===== src/rtl/core/bcdt_pkg.sv =====
// Shared types, constants and helper functions for the BCD countdown timer.
// No dependencies; every other file of the block uses this package.
package bcdt_pkg;

    localparam int NUM_DIGITS = 4;
    localparam int DIGIT_W    = 4;
    localparam int PRE_W      = 8;
    localparam int CFG_IDX_W  = 2;

    // Configuration register indexes
    localparam logic [CFG_IDX_W-1:0] REG_TICKS_PER_TENTH   = 2'd0;
    localparam logic [CFG_IDX_W-1:0] REG_TENTHS_PER_HALF   = 2'd1;
    localparam logic [CFG_IDX_W-1:0] REG_HALVES_PER_SECOND = 2'd2;

    // Reset values of the prescaler registers and counters
    localparam logic [PRE_W-1:0] TICKS_RESET  = 8'd100;
    localparam logic [PRE_W-1:0] TENTHS_RESET = 8'd5;
    localparam logic [PRE_W-1:0] HALVES_RESET = 8'd2;

    localparam logic [7:0] SEG_DP     = 8'b1000_0000;
    localparam logic [1:0] DP_POS     = 2'd2;
    localparam logic [3:0] DIGIT_MAX  = 4'd9;

    typedef enum logic [1:0] {
        MODE_CONFIG   = 2'd0,
        MODE_PAUSED   = 2'd1,
        MODE_COUNTING = 2'd2,
        MODE_ALARM    = 2'd3
    } t_mode;

    // Element 0 is the thousands digit, element 3 the ones digit
    typedef logic [3:0][DIGIT_W-1:0] t_digits;

    typedef struct packed {
        logic [PRE_W-1:0] ticks_per_tenth;
        logic [PRE_W-1:0] tenths_per_half;
        logic [PRE_W-1:0] halves_per_second;
    } t_cfg;

    typedef struct packed {
        logic half;
        logic second;
    } t_pre_evt;

    typedef struct packed {
        logic [3:0] digit_enable;
        logic [7:0] segments;
        logic       buzzer;
        t_mode      mode;
        t_digits    digits;
    } t_result;

    function automatic logic [7:0] seg_decode(input logic [DIGIT_W-1:0] d);
        logic [7:0] s;
        case (d)
            4'd0:    s = 8'h3F;
            4'd1:    s = 8'h06;
            4'd2:    s = 8'h5B;
            4'd3:    s = 8'h4F;
            4'd4:    s = 8'h66;
            4'd5:    s = 8'h6D;
            4'd6:    s = 8'h7D;
            4'd7:    s = 8'h07;
            4'd8:    s = 8'h7F;
            4'd9:    s = 8'h6F;
            default: s = 8'h00;
        endcase
        return s;
    endfunction

    // Ripple increment from the ones digit; digits at 9 or above wrap to 0
    function automatic t_digits bcd_inc(input t_digits v);
        t_digits r;
        logic    carry;
        r     = v;
        carry = 1'b1;
        for (int i = 3; i >= 0; i--) begin
            if (carry) begin
                if (v[i] >= DIGIT_MAX) begin
                    r[i] = '0;
                end else begin
                    r[i]  = v[i] + 4'd1;
                    carry = 1'b0;
                end
            end
        end
        return r;
    endfunction

    function automatic t_digits bcd_dec(input t_digits v);
        t_digits r;
        logic    borrow;
        r      = v;
        borrow = 1'b1;
        for (int i = 3; i >= 0; i--) begin
            if (borrow) begin
                if (v[i] == '0) begin
                    r[i] = DIGIT_MAX;
                end else begin
                    r[i]   = v[i] - 4'd1;
                    borrow = 1'b0;
                end
            end
        end
        return r;
    endfunction

endpackage


===== src/rtl/core/bcdt_if.sv =====
// Handshake channel interfaces: tick input, result output, register writes.
// Depends on bcdt_pkg for widths.
interface bcdt_in_if;
    logic valid;
    logic ready;
    logic start_level;
    logic clear_level;
    logic up_level;
    logic down_level;
    modport source (output valid, start_level, clear_level, up_level, down_level,
                    input ready);
    modport sink   (input valid, start_level, clear_level, up_level, down_level,
                    output ready);
endinterface

interface bcdt_out_if;
    logic       valid;
    logic       ready;
    logic [3:0] digit_enable;
    logic [7:0] segments;
    logic       buzzer;
    logic [1:0] mode;
    logic [3:0] count_thousands;
    logic [3:0] count_hundreds;
    logic [3:0] count_tens;
    logic [3:0] count_ones;
    modport source (output valid, digit_enable, segments, buzzer, mode,
                    count_thousands, count_hundreds, count_tens, count_ones,
                    input ready);
    modport sink   (input valid, digit_enable, segments, buzzer, mode,
                    count_thousands, count_hundreds, count_tens, count_ones,
                    output ready);
endinterface

interface bcdt_cfg_if;
    logic                           valid;
    logic                           ready;
    logic [bcdt_pkg::CFG_IDX_W-1:0] index;
    logic [bcdt_pkg::PRE_W-1:0]     data;
    modport source (output valid, index, data, input ready);
    modport sink   (input valid, index, data, output ready);
endinterface


===== src/rtl/core/bcdt_prescaler.sv =====
// Millisecond prescaler chain: counts ticks into tenths and gives half-second and one-second events.
// Depends on bcdt_pkg.
module bcdt_prescaler (
    input  logic               i_clk,
    input  logic               i_rst_n,
    input  logic               i_step,
    input  bcdt_pkg::t_cfg     i_cfg,
    output bcdt_pkg::t_pre_evt o_evt
);

    logic [bcdt_pkg::PRE_W-1:0] r_tick, r_tenth, r_half;
    logic [bcdt_pkg::PRE_W-1:0] n_tick, n_tenth, n_half;

    always_comb begin
        n_tick       = r_tick - 8'd1;
        n_tenth      = r_tenth;
        n_half       = r_half;
        o_evt.half   = 1'b0;
        o_evt.second = 1'b0;
        if (n_tick == '0) begin
            n_tick  = i_cfg.ticks_per_tenth;
            n_tenth = r_tenth - 8'd1;
            if (n_tenth == '0) begin
                n_tenth    = i_cfg.tenths_per_half;
                o_evt.half = 1'b1;
                n_half     = r_half - 8'd1;
                if (n_half == '0) begin
                    n_half       = i_cfg.halves_per_second;
                    o_evt.second = 1'b1;
                end
            end
        end
        // events only count on an accepted tick
        o_evt.half   = o_evt.half & i_step;
        o_evt.second = o_evt.second & i_step;
    end

    always_ff @(posedge i_clk) begin
        if (!i_rst_n) begin
            r_tick  <= bcdt_pkg::TICKS_RESET;
            r_tenth <= bcdt_pkg::TENTHS_RESET;
            r_half  <= bcdt_pkg::HALVES_RESET;
        end else if (i_step) begin
            r_tick  <= n_tick;
            r_tenth <= n_tenth;
            r_half  <= n_half;
        end
    end

endmodule


===== src/rtl/core/bcdt_display.sv =====
// Display scan: one digit strobe and segment pattern per tick.
// Depends on bcdt_pkg.
module bcdt_display (
    input  logic              i_clk,
    input  logic              i_rst_n,
    input  logic              i_step,
    input  bcdt_pkg::t_digits i_digits,
    output logic [3:0]        o_digit_enable,
    output logic [7:0]        o_segments
);

    logic [1:0] r_scan;
    logic [1:0] n_scan;
    logic [3:0] pos_inc;

    assign pos_inc = {2'b00, r_scan} + 4'd1;

    always_comb begin
        o_digit_enable = 4'b1000 >> r_scan;
        o_segments     = bcdt_pkg::seg_decode(i_digits[r_scan]);
        if (r_scan == bcdt_pkg::DP_POS) begin
            o_segments = o_segments | bcdt_pkg::SEG_DP;
        end
        if (pos_inc >= 4'(bcdt_pkg::NUM_DIGITS) || r_scan == 2'd3) begin
            n_scan = 2'd0;
        end else begin
            n_scan = pos_inc[1:0];
        end
    end

    always_ff @(posedge i_clk) begin
        if (!i_rst_n) begin
            r_scan <= 2'd0;
        end else if (i_step) begin
            r_scan <= n_scan;
        end
    end

endmodule


===== src/rtl/core/bcdt_mode_ctrl.sv =====
// Mode controller: configure, paused, counting and alarm, plus the BCD value.
// Depends on bcdt_pkg.
module bcdt_mode_ctrl (
    input  logic               i_clk,
    input  logic               i_rst_n,
    input  logic               i_step,
    input  logic               i_start,
    input  logic               i_clear,
    input  logic               i_up,
    input  logic               i_down,
    input  bcdt_pkg::t_pre_evt i_evt,
    output bcdt_pkg::t_digits  o_digits,
    output bcdt_pkg::t_mode    o_next_mode,
    output bcdt_pkg::t_digits  o_next_digits
);

    bcdt_pkg::t_mode   r_mode, n_mode;
    bcdt_pkg::t_digits r_digits, n_digits;
    logic r_half_flag, n_half_flag;
    logic r_sec_flag, n_sec_flag;
    logic r_prev_start, r_prev_clear;
    logic start_edge, clear_edge;
    logic is_zero, is_max;

    assign start_edge = i_start & ~r_prev_start;
    assign clear_edge = i_clear & ~r_prev_clear;

    always_comb begin
        n_mode      = r_mode;
        n_digits    = r_digits;
        n_half_flag = r_half_flag | i_evt.half;
        n_sec_flag  = r_sec_flag | i_evt.second;
        is_zero     = 1'b0;
        is_max      = 1'b0;
        case (r_mode)
            bcdt_pkg::MODE_CONFIG: begin
                if (start_edge && (r_digits != '0)) begin
                    n_mode = bcdt_pkg::MODE_COUNTING;
                end
                is_max = (n_digits == {4{bcdt_pkg::DIGIT_MAX}});
                if (i_up && !is_max && n_half_flag) begin
                    n_half_flag = 1'b0;
                    n_digits    = bcdt_pkg::bcd_inc(n_digits);
                end
                // down sees the value left by the up step
                is_zero = (n_digits == '0);
                if (i_down && !is_zero && n_half_flag) begin
                    n_half_flag = 1'b0;
                    n_digits    = bcdt_pkg::bcd_dec(n_digits);
                end
            end
            bcdt_pkg::MODE_PAUSED: begin
                if (start_edge) begin
                    n_mode = bcdt_pkg::MODE_COUNTING;
                end
                if (clear_edge) begin
                    n_digits = '0;
                    n_mode   = bcdt_pkg::MODE_CONFIG;
                end
            end
            bcdt_pkg::MODE_COUNTING: begin
                if (n_sec_flag) begin
                    n_sec_flag = 1'b0;
                    if (r_digits != '0) begin
                        n_digits = bcdt_pkg::bcd_dec(r_digits);
                    end else begin
                        n_mode = bcdt_pkg::MODE_ALARM;
                    end
                end
                if (start_edge) begin
                    n_mode = bcdt_pkg::MODE_PAUSED;
                end
            end
            default: begin
                if (clear_edge) begin
                    n_mode = bcdt_pkg::MODE_CONFIG;
                end
            end
        endcase
    end

    assign o_digits      = r_digits;
    assign o_next_mode   = n_mode;
    assign o_next_digits = n_digits;

    always_ff @(posedge i_clk) begin
        if (!i_rst_n) begin
            r_mode       <= bcdt_pkg::MODE_CONFIG;
            r_digits     <= '0;
            r_half_flag  <= 1'b0;
            r_sec_flag   <= 1'b0;
            r_prev_start <= 1'b0;
            r_prev_clear <= 1'b0;
        end else if (i_step) begin
            r_mode       <= n_mode;
            r_digits     <= n_digits;
            r_half_flag  <= n_half_flag;
            r_sec_flag   <= n_sec_flag;
            r_prev_start <= i_start;
            r_prev_clear <= i_clear;
        end
    end

endmodule


===== src/rtl/core/bcdt_out_buf.sv =====
// Result register with a skid entry, so a tick is taken while a result waits.
// Depends on bcdt_pkg and bcdt_out_if.
module bcdt_out_buf (
    input  logic              i_clk,
    input  logic              i_rst_n,
    input  logic              i_push,
    input  bcdt_pkg::t_result i_data,
    output logic              o_ready,
    bcdt_out_if.source        o_out
);

    bcdt_pkg::t_result r_out, n_out, r_skid, n_skid;
    logic r_out_v, n_out_v, r_skid_v, n_skid_v;
    logic pop;

    assign pop     = r_out_v & o_out.ready;
    assign o_ready = ~r_skid_v;

    always_comb begin
        n_out    = r_out;
        n_out_v  = r_out_v;
        n_skid   = r_skid;
        n_skid_v = r_skid_v;
        if (!r_out_v || pop) begin
            if (r_skid_v) begin
                n_out    = r_skid;
                n_out_v  = 1'b1;
                n_skid_v = 1'b0;
            end else begin
                n_out   = i_data;
                n_out_v = i_push;
            end
        end else if (i_push) begin
            n_skid   = i_data;
            n_skid_v = 1'b1;
        end
    end

    always_ff @(posedge i_clk) begin
        if (!i_rst_n) begin
            r_out_v  <= 1'b0;
            r_skid_v <= 1'b0;
        end else begin
            r_out_v  <= n_out_v;
            r_skid_v <= n_skid_v;
        end
        r_out  <= n_out;
        r_skid <= n_skid;
    end

    assign o_out.valid           = r_out_v;
    assign o_out.digit_enable    = r_out.digit_enable;
    assign o_out.segments        = r_out.segments;
    assign o_out.buzzer          = r_out.buzzer;
    assign o_out.mode            = r_out.mode;
    assign o_out.count_thousands = r_out.digits[0];
    assign o_out.count_hundreds  = r_out.digits[1];
    assign o_out.count_tens      = r_out.digits[2];
    assign o_out.count_ones      = r_out.digits[3];

endmodule


===== src/rtl/core/bcd_countdown_timer_display.sv =====
// Countdown timer with four BCD digits and a multiplexed seven-segment scan.
// An accepted tick's result is registered in the result register, or in the skid entry.
// Throughput: one tick per cycle while the skid entry is empty; all per-tick work is one pass of logic into
//   the state registers and the result register, and a skid entry keeps i_in
//   open for one more tick while a result waits.
// Reset: synchronous, active low; configure mode, value 0000, prescaler reloaded.
// Depends on bcdt_pkg, bcdt_if, bcdt_prescaler, bcdt_display, bcdt_mode_ctrl,
// bcdt_out_buf.
module bcd_countdown_timer_display (
    input  logic       i_clk,
    input  logic       i_rst_n,
    bcdt_in_if.sink    i_in,
    bcdt_cfg_if.sink   i_cfg,
    bcdt_out_if.source o_out
);

    // Prescaler period registers; new values are picked up at the next reload
    bcdt_pkg::t_cfg     r_cfg;
    bcdt_pkg::t_pre_evt pre_evt;
    bcdt_pkg::t_digits  cur_digits, next_digits;
    bcdt_pkg::t_mode    next_mode;
    bcdt_pkg::t_result  result;
    logic               step;
    logic               buf_ready;
    logic [3:0]         digit_enable;
    logic [7:0]         segments;

    // A beat on i_in is one millisecond tick
    assign i_in.ready = buf_ready;
    assign step       = i_in.valid & buf_ready;

    // Register writes are always taken; unknown indexes are dropped
    assign i_cfg.ready = 1'b1;

    always_ff @(posedge i_clk) begin
        if (!i_rst_n) begin
            r_cfg.ticks_per_tenth   <= bcdt_pkg::TICKS_RESET;
            r_cfg.tenths_per_half   <= bcdt_pkg::TENTHS_RESET;
            r_cfg.halves_per_second <= bcdt_pkg::HALVES_RESET;
        end else if (i_cfg.valid) begin
            case (i_cfg.index)
                bcdt_pkg::REG_TICKS_PER_TENTH:   r_cfg.ticks_per_tenth   <= i_cfg.data;
                bcdt_pkg::REG_TENTHS_PER_HALF:   r_cfg.tenths_per_half   <= i_cfg.data;
                bcdt_pkg::REG_HALVES_PER_SECOND: r_cfg.halves_per_second <= i_cfg.data;
                default: ;
            endcase
        end
    end

    // Prescaler steps first in a tick; its events feed the mode logic
    bcdt_prescaler u_prescaler (
        .i_clk   (i_clk),
        .i_rst_n (i_rst_n),
        .i_step  (step),
        .i_cfg   (r_cfg),
        .o_evt   (pre_evt)
    );

    // The display shows the value held before this tick's mode update
    bcdt_display u_display (
        .i_clk          (i_clk),
        .i_rst_n        (i_rst_n),
        .i_step         (step),
        .i_digits       (cur_digits),
        .o_digit_enable (digit_enable),
        .o_segments     (segments)
    );

    bcdt_mode_ctrl u_mode_ctrl (
        .i_clk         (i_clk),
        .i_rst_n       (i_rst_n),
        .i_step        (step),
        .i_start       (i_in.start_level),
        .i_clear       (i_in.clear_level),
        .i_up          (i_in.up_level),
        .i_down        (i_in.down_level),
        .i_evt         (pre_evt),
        .o_digits      (cur_digits),
        .o_next_mode   (next_mode),
        .o_next_digits (next_digits)
    );

    // Result carries the mode and value after this tick
    always_comb begin
        result.digit_enable = digit_enable;
        result.segments     = segments;
        result.buzzer       = (next_mode == bcdt_pkg::MODE_ALARM);
        result.mode         = next_mode;
        result.digits       = next_digits;
    end

    bcdt_out_buf u_out_buf (
        .i_clk   (i_clk),
        .i_rst_n (i_rst_n),
        .i_push  (step),
        .i_data  (result),
        .o_ready (buf_ready),
        .o_out   (o_out)
    );

    // Buzzer and mode code must agree on every result
    a_buzzer_mode: assert property (@(posedge i_clk) disable iff (!i_rst_n)
        o_out.valid |-> (o_out.buzzer == (o_out.mode == bcdt_pkg::MODE_ALARM)))
        else $error("buzzer does not match alarm mode");

    // Input only backs up when a result is already waiting
    a_stall_has_result: assert property (@(posedge i_clk) disable iff (!i_rst_n)
        !i_in.ready |-> o_out.valid)
        else $error("input stalled with no result pending");

    // Exactly one digit is strobed per result
    a_strobe_onehot: assert property (@(posedge i_clk) disable iff (!i_rst_n)
        o_out.valid |-> $onehot(o_out.digit_enable))
        else $error("digit strobe not one-hot");

    // After an accepted tick o_out.valid is always high on the next cycle, though it may carry an older result
    a_tick_delivers: assert property (@(posedge i_clk) disable iff (!i_rst_n)
        step |=> o_out.valid)
        else $error("accepted tick produced no result");

endmodule


===== src/flat_wrapper.sv =====
// flat-port wrapper written by rule: the top's interface ports become plain ports
module bcd_countdown_timer_display_flat 
  (i_clk, i_rst_n, i_in_valid, i_in_start_level, i_in_clear_level, i_in_up_level, i_in_down_level, i_in_ready, i_cfg_valid, i_cfg_index, i_cfg_data, i_cfg_ready, o_out_valid, o_out_digit_enable, o_out_segments, o_out_buzzer, o_out_mode, o_out_count_thousands, o_out_count_hundreds, o_out_count_tens, o_out_count_ones, o_out_ready);
  bcdt_in_if i_in_i ();
  bcdt_cfg_if i_cfg_i ();
  bcdt_out_if o_out_i ();
  input  logic i_clk;
  input  logic i_rst_n;
  input wire logic [$bits(i_in_i.valid)-1:0] i_in_valid;
  input wire logic [$bits(i_in_i.start_level)-1:0] i_in_start_level;
  input wire logic [$bits(i_in_i.clear_level)-1:0] i_in_clear_level;
  input wire logic [$bits(i_in_i.up_level)-1:0] i_in_up_level;
  input wire logic [$bits(i_in_i.down_level)-1:0] i_in_down_level;
  output wire logic [$bits(i_in_i.ready)-1:0] i_in_ready;
  input wire logic [$bits(i_cfg_i.valid)-1:0] i_cfg_valid;
  input wire logic [$bits(i_cfg_i.index)-1:0] i_cfg_index;
  input wire logic [$bits(i_cfg_i.data)-1:0] i_cfg_data;
  output wire logic [$bits(i_cfg_i.ready)-1:0] i_cfg_ready;
  output wire logic [$bits(o_out_i.valid)-1:0] o_out_valid;
  output wire logic [$bits(o_out_i.digit_enable)-1:0] o_out_digit_enable;
  output wire logic [$bits(o_out_i.segments)-1:0] o_out_segments;
  output wire logic [$bits(o_out_i.buzzer)-1:0] o_out_buzzer;
  output wire logic [$bits(o_out_i.mode)-1:0] o_out_mode;
  output wire logic [$bits(o_out_i.count_thousands)-1:0] o_out_count_thousands;
  output wire logic [$bits(o_out_i.count_hundreds)-1:0] o_out_count_hundreds;
  output wire logic [$bits(o_out_i.count_tens)-1:0] o_out_count_tens;
  output wire logic [$bits(o_out_i.count_ones)-1:0] o_out_count_ones;
  input wire logic [$bits(o_out_i.ready)-1:0] o_out_ready;
  assign i_in_i.valid = i_in_valid;
  assign i_in_i.start_level = i_in_start_level;
  assign i_in_i.clear_level = i_in_clear_level;
  assign i_in_i.up_level = i_in_up_level;
  assign i_in_i.down_level = i_in_down_level;
  assign i_in_ready = i_in_i.ready;
  assign i_cfg_i.valid = i_cfg_valid;
  assign i_cfg_i.index = i_cfg_index;
  assign i_cfg_i.data = i_cfg_data;
  assign i_cfg_ready = i_cfg_i.ready;
  assign o_out_valid = o_out_i.valid;
  assign o_out_digit_enable = o_out_i.digit_enable;
  assign o_out_segments = o_out_i.segments;
  assign o_out_buzzer = o_out_i.buzzer;
  assign o_out_mode = o_out_i.mode;
  assign o_out_count_thousands = o_out_i.count_thousands;
  assign o_out_count_hundreds = o_out_i.count_hundreds;
  assign o_out_count_tens = o_out_i.count_tens;
  assign o_out_count_ones = o_out_i.count_ones;
  assign o_out_i.ready = o_out_ready;
  bcd_countdown_timer_display u_core (.i_clk(i_clk), .i_rst_n(i_rst_n), .i_in(i_in_i), .i_cfg(i_cfg_i), .o_out(o_out_i));
endmodule

===== config.mk =====
export PLATFORM = sky130hd
export DESIGN_NAME = bcd_countdown_timer_display_flat
export DESIGN_NICKNAME = d
export VERILOG_FILES = /design/src/rtl/core/bcdt_pkg.sv /design/src/rtl/core/bcdt_if.sv /design/src/rtl/core/bcdt_prescaler.sv /design/src/rtl/core/bcdt_display.sv /design/src/rtl/core/bcdt_mode_ctrl.sv /design/src/rtl/core/bcdt_out_buf.sv /design/src/rtl/core/bcd_countdown_timer_display.sv /design/src/flat_wrapper.sv
export SDC_FILE = /design/constraint.sdc
export NUM_CORES = 1
export LEC_CHECK = 0
export ABC_AREA = 1
export BUFFER_PORTS_ARGS = -buffer_cell sky130_fd_sc_hd__buf_2
export CORE_UTILIZATION = 45
export DETAILED_ROUTE_END_ITERATION = 10
export PLACE_DENSITY = 0.59
export SYNTH_ARGS = -nofsm -noshare
export SYNTH_HDL_FRONTEND = slang
export SYNTH_HIERARCHICAL = 1
export SYNTH_SLANG_ARGS = --single-unit

===== constraint.sdc =====
create_clock -name i_clk -period 4.9 [get_ports i_clk]
set_input_delay 0.245 -clock i_clk [delete_from_list [all_inputs] [get_ports i_clk]]
set_output_delay 0.245 -clock i_clk [all_outputs]
set_load 0.01 [all_outputs]

# Word level (Yosys, flattened, before mapping)
# Memories as Yosys holds them, arrays and structs flattened.
# Index checks and enable logic that the tools add are counted.
dict set report word_totals {
  ff_bits 136
  romBits 112
  inputBits 19
  out_inout_bits 34
  wordCells 200
  n_memories 1
}
# memory depth word_bits read_ports rd_clocked_by_memory_dff write_ports line
set memory_table {}
lappend memory_table {{(name not given)} 16 7 1 0 0 bcdt_pkg.sv:55} ;# case (d)
dict set report classes {
  add_sub_neg 16
  order_cmp 6
  eq_ne 8
  shift 1
  mux 89
  n_bitwise 13
  n_reduce_logical 32
}
# op count
set op_table {}
lappend op_table {{16-bit 2-to-1 mux} 6}
lappend op_table {{4-bit 2-to-1 mux} 22}
lappend op_table {{16-bit case mux with 3 select lines} 1}
lappend op_table {{1-bit 2-to-1 mux} 43}
lappend op_table {{4-bit zero test} 8}
lappend op_table {{8-bit 2-to-1 mux} 4}
lappend op_table {{4-bit by 1-bit subtractor with 4-bit output, second input constant} 8}
lappend op_table {{31-bit 2-to-1 mux} 1}
lappend op_table {{8-bit zero test} 3}
lappend op_table {{8-bit by 1-bit subtractor with 8-bit output, second input constant} 3}
lappend op_table {{2-bit 2-to-1 mux} 10}
lappend op_table {{4-bit by 1-bit adder with 4-bit output, second input constant} 4}
lappend op_table {{16-bit == test, second input constant} 1}
lappend op_table {{4-bit greater-or-equal comparator, second input constant} 4}
lappend op_table {{16-bit zero test} 1}
lappend op_table {{16-bit nonzero test} 1}
lappend op_table {{2-bit == test, second input constant} 5}
lappend op_table {{2-bit AND reduction} 5}
lappend op_table {{4-bit binary-select mux with 2-bit select} 1}
lappend op_table {{1-bit bitwise AND} 6}
lappend op_table {{2-bit case mux with 3 select lines} 1}
lappend op_table {{1-bit logical AND} 5}
lappend op_table {{1-bit NOT} 5}
lappend op_table {{2-bit by 1-bit == test with 1-bit output, second input constant} 2}
lappend op_table {{other kinds (10)} 15}

# Longest topological paths before layout
dict set report logic_depth {
  word_depth 35
  ltp_mapped 33
  ltp_nobuf 32
}

# Modules after synthesis
# The synthesis kept the hierarchy.
# mod instances cells_per_inst area_per_inst_um2 seq_area_each_um2
set by_module_without_submodules {}
lappend by_module_without_submodules {bcdt_mode_ctrl 1 553 3365.7 440.4}
lappend by_module_without_submodules {bcdt_out_buf 1 174 2424.8 1901.8}
lappend by_module_without_submodules {bcdt_prescaler 1 304 1820.5 480.5}
lappend by_module_without_submodules {bcd_countdown_timer_display 1 151 1028.5 480.5}
lappend by_module_without_submodules {bcdt_display 1 94 589.3 40.0}

# Least setup slack after synthesis
# No wires, ideal clock.
dict set report synth_timing {
  path_type {register to register}
  start {register u_core/u_prescaler/r_tenth[0] (netlist name)}
  end {register u_core.u_out_buf.r_out (netlist bit u_core/u_out_buf/o_out.count_tens[3]), data pin}
  setup_time_ns 0.252
  arrival_ns 3.447
  required_time_ns 4.648
  path_slack_ns 1.201
  stages_incl_launch_ff 31
  n_path_buf 1
  synth_period_minus_slack_ns 3.699
  cell_sequence {dfxtp_1 > inv_1 > ha_1 > inv_2 > nor2_2 > nor2_1 > nand2_1 > nor2_1 > nand3_1 > nor2_4 > inv_2 > nor2_2 > nor2_1 > inv_1 > nand3_4 > buf_6 > nor2_4 > nor2_1 > a21oi_1 > inv_1 > ha_1 > nand3_4 > nor2_8 > nand2_4 > o21ai_1 > nor2_1 > nand2_1 > nand3_1 > nand3_1 > nand2_1 > nand2_1}
}
# element line
set synth_lines {}
lappend synth_lines {{start, declared} bcdt_prescaler.sv:11} ;# logic [bcdt_pkg::PRE_W-1:0] r_tick, r_tenth, r_half;
lappend synth_lines {{start signal, assigned} bcdt_prescaler.sv:41} ;# r_tenth <= bcdt_pkg::TENTHS_RESET;
lappend synth_lines {{start signal, assigned} bcdt_prescaler.sv:45} ;# r_tenth <= n_tenth;
lappend synth_lines {{end signal, assigned} bcdt_out_buf.sv:47} ;# r_out <= n_out;
lappend synth_lines {{end, declared} bcdt_out_buf.sv:12} ;# bcdt_pkg::t_result r_out, n_out, r_skid, n_skid;

==> flow_summary.yaml <==
run_status:
  outcome: "complete, no violations"
pwr:
  p_per_area_nw_per_um2: 326
  p_int_mw: 2.32
  p_comb_share_pct: 19.3
  switchingPower_mw: 0.986
  leakagePower_nw: 4.91
  swShare_pct: 29.8
  power_mw: 3.31
  pwr-share-seq_pct: 41.4
  p_clk_share_pct: 39.3
  vdd_drop_max_mv: 0.239
setup_path:
  critPathArrivalTime_ns: 4.59
  critPathBufInv: 4
  cp.required_ns: 5.08
  worstReg2RegEnd: "u_core/u_out_buf/o_out.count_ones[0]"
  startpoint_type: "flop"
  reg2reg_depth: 28
  worst_path_max_delay_cell: "dfxtp_1"
  rr_startpoint: "u_core/u_prescaler/r_tick[0]"
  critical-path-max-stage-delay_ns: 0.32
  end_kind: "flop"
  crit_top_cell: "nand2_1"
  worstPathMaxFanout: 13
  regToRegSetupSlack_ns: 0.49
  worstSetupPathType: "reg2reg"
  cp_top_family: "simple AND/OR/NAND/NOR gates"
timing:
  fmax_ghz: 0.227
  timing.max_slew.rel_slack_pct: 37.7
  hold_violations: 0
  skew_ns: 0.0138
  setup_violations: 0
  final.setup.tns_ns: 0
  finalCritPeriodShare_pct: 90.0
  period_minus_slack_ns: 4.41
  drv_slew: 0
  tightestPinTransition_ns: 0.934
  rsz0062_at_grt: "no"
die:
  num_rows: 52
  die_h_um: 145
  die_area_um2: 21100
  core-area_um2: 20200
  die_x_um: 145
  io_pins: 53
  start_util_pct: 45.8
placement:
  hpwlAfterDp_um: 16000
  gp_congestion: 0.868
  portBuffers: 51
routing:
  drtIter0Drc: 524
  wl_per_cell_um: 13.9
  vias_per_cell: 5.01
  dr.pass1.iters: 5
  remaining_drc_errors: 0
  routed_wl_um: 22100
  vias: 7984
  postRouteAntennaNets: 0
synth:
  synthXorXnorAreaFrac_pct: 1.04
  synth-simple-area-share_pct: 38.7
  synth.avg_cell_area_um2: 7.23
  synth-edff-count: 62
  synthDistinctLibCells: 53
  synth_common_cells: "nand2_1 (361), inv_1 (142), nor2_1 (118), nand3_1 (104), dfxtp_1 (74)"
  synth_top_family_by_area: "simple AND/OR/NAND/NOR gates"
  synth.largest_area_cell: "edfxtp_1"
  synth_most_common_cell: "nand2_1"
  synthMuxAreaShare_pct: 0
  synth_flop_cell: "dfxtp_1"
  synth-seq-cells: 136
  async_reset_ff_share_pct: 0
  synthTopCellsByArea: "edfxtp_1 (20%), dfxtp_1 (16%), nand2_1 (15%)"
  syn_nets: 1327
  synthAdderAreaFrac_pct: 4.34
  syn-cell-area_um2: 9230
  synthCells: 1276
  yosys.area.top_type_share_pct: 20.2
  synth_compound_area_share_pct: 8.46
  synth.yosys.warnings: 6
  synth-seq-area-share_pct: 36.2
final_layout:
  utilization_pct: 50.2
  drive_gt1_share_pct: 17.2
  regArea_um2: 3340
  n_antenna_cell: 0
  multi_input_area_um2: 4860
  area_growth_pct: 9.82
  final_nets: 1361
  fillers: 2051
grt:
  grt_pass1_wl_um: 37200
  grt_pass1_vias: 7469
  overflow: 0
  grt_max_degree: 47
  antenna_found_initial: 0
  grtUsageTotal_pct: 21.8
clocking:
  cts_tree: "yes"
  clk_pin_slew_worst_paths_ns: 0.06
  cts.sinks: 136
  clk_latency_ns: 0.42
  cts_buffer_depth: 2
  htreeDepth: 4
  cts-root-buf: "clkbuf_16"
  cts-buffers-inserted: 17
min_path:
  min_path_cells: 3
  min_to: "u_core/r_cfg[4]"
  min_path_type: "in2reg"
  hp-start: "i_cfg_data[4]"
flow_run:
  cap_violations: 0
==> worst min-delay path, stage by stage <==
cell,delay (ns)
buf_2,0.11
nor2_1,0.05
nor2_1,0.09
==> timing repair <==
action                                  4_1_cts  5_1_grt
buffers inserted                              0        3
endpoints found under the setup margin        0        2
gates resized for setup                       0        1
hold buffers                                  0        0
==> per-layer routing <==
layer  vias to the layer above  global-route usage, %  share of wire [%]
met2                       174                   33.6                 43
met5                         -                      0                  0
met1                      3605                   31.3                 51
met4                         0                   5.79                1.6
li1                       4180                      -                  -
met3                        25                   3.93                4.6
==> area by class of cell <==
class | instances | area share, %
Clock inverter | 14 | 1.70
Inverter | 172 | 6.67
Multi-Input combinational cell | 924 | 48.0
Tap cell | 270 | 3.33
Clock buffer | 18 | 4.23
Sequential cell | 136 | 33.0
Timing Repair Buffer | 59 | 3.11
==> flip-flops by register name (all words and copies together), names as in the netlist, 2 cells and up <==
name / flops
u_core/r_cfg: 24
u_core/u_mode_ctrl/r_mode: 2
u_core/u_mode_ctrl/o_digits: 16
u_core/u_out_buf/o_out.count_thousands: 4
u_core/u_display/r_scan: 2
u_core/u_out_buf/o_out.segments: 8
u_core/u_out_buf/o_out.count_ones: 4
u_core/u_out_buf/o_out.mode: 2
u_core/u_out_buf/o_out.digit_enable: 4
u_core/u_prescaler/r_half: 8
u_core/u_out_buf/o_out.count_hundreds: 4
u_core/u_prescaler/r_tenth: 8
u_core/u_prescaler/r_tick: 8
u_core/u_out_buf/r_skid: 31
u_core/u_out_buf/o_out.count_tens: 4
==> layout by cell type (no fill, tap or decap), types with 8 or more instances in the layout <==
cell and count:
nor2_4 9, edfxtp_1 62, nand4_1 27, nand2_2 42
dfxtp_1 74, nor3_1 8, buf_4 8, o21ai_0 52
nand3_2 19, a21oi_1 54, inv_2 16, nand3_1 104
nor2_2 19, ha_1 32, inv_1 142, buf_2 51
o21ai_1 20, nand2_1 361, nand3_4 9, nor2_1 115
clkbuf_16 17
==> power groups by stage <==
stage | Sequential (mW) | Clock (mW) | Combinational (mW)
after detailed placement | 1.39 | 0 | 0.630
after global placement | 1.39 | 0 | 0.626
after global routing | 1.38 | 1.38 | 0.722
final | 1.37 | 1.30 | 0.639
after floorplan | 1.38 | 0 | 0.472
after CTS | 1.37 | 1.32 | 0.633
==> worst max-delay path by stage <==
stage,cells after the start,end,startpoint
finish,28,u_core/u_out_buf/o_out.count_ones[0],u_core/u_prescaler/r_tick[0]
global route,28,u_core/u_out_buf/o_out.count_ones[0],u_core/u_prescaler/r_tick[0]
CTS,28,u_core/u_out_buf/o_out.count_ones[3],u_core/u_prescaler/r_tick[0]
detailed placement,29,u_core/u_out_buf/o_out.count_ones[3],u_core/u_prescaler/r_tenth[0]
global placement,29,u_core/u_out_buf/o_out.count_ones[0],u_core/u_prescaler/r_tenth[0]
floorplan,30,u_core/u_out_buf/o_out.count_tens[3],u_core/u_prescaler/r_tenth[0]
==> cell families after synthesis <==
| group | count (synthesis) |
|---|---|
| simple gates | 735 |
| compound gates | 145 |
| buf+inv | 216 |
| other cells | 1 |
| xor+xnor | 11 |
| flops | 136 |
| fa+ha+maj | 32 |
==> stage by stage <==
| step | hold WS, ns | setup WS (ns) | instances | instance area [um2] |
|---|---|---|---|---|
| after global routing | 0.115 | 0.0257 | 1593 | 10100 |
| after CTS | 0.0958 | 0.450 | 1590 | 10100 |
| after detailed placement | 0.455 | 0.469 | 1558 | 9510 |
| after floorplan | 0.365 | 1.20 | 1276 | 9230 |
| after global placement | 0.442 | 0.545 | 1558 | 9510 |
| final | 0.0977 | 0.489 | 1593 | 10100 |
(Power assumes the default switching activity.)
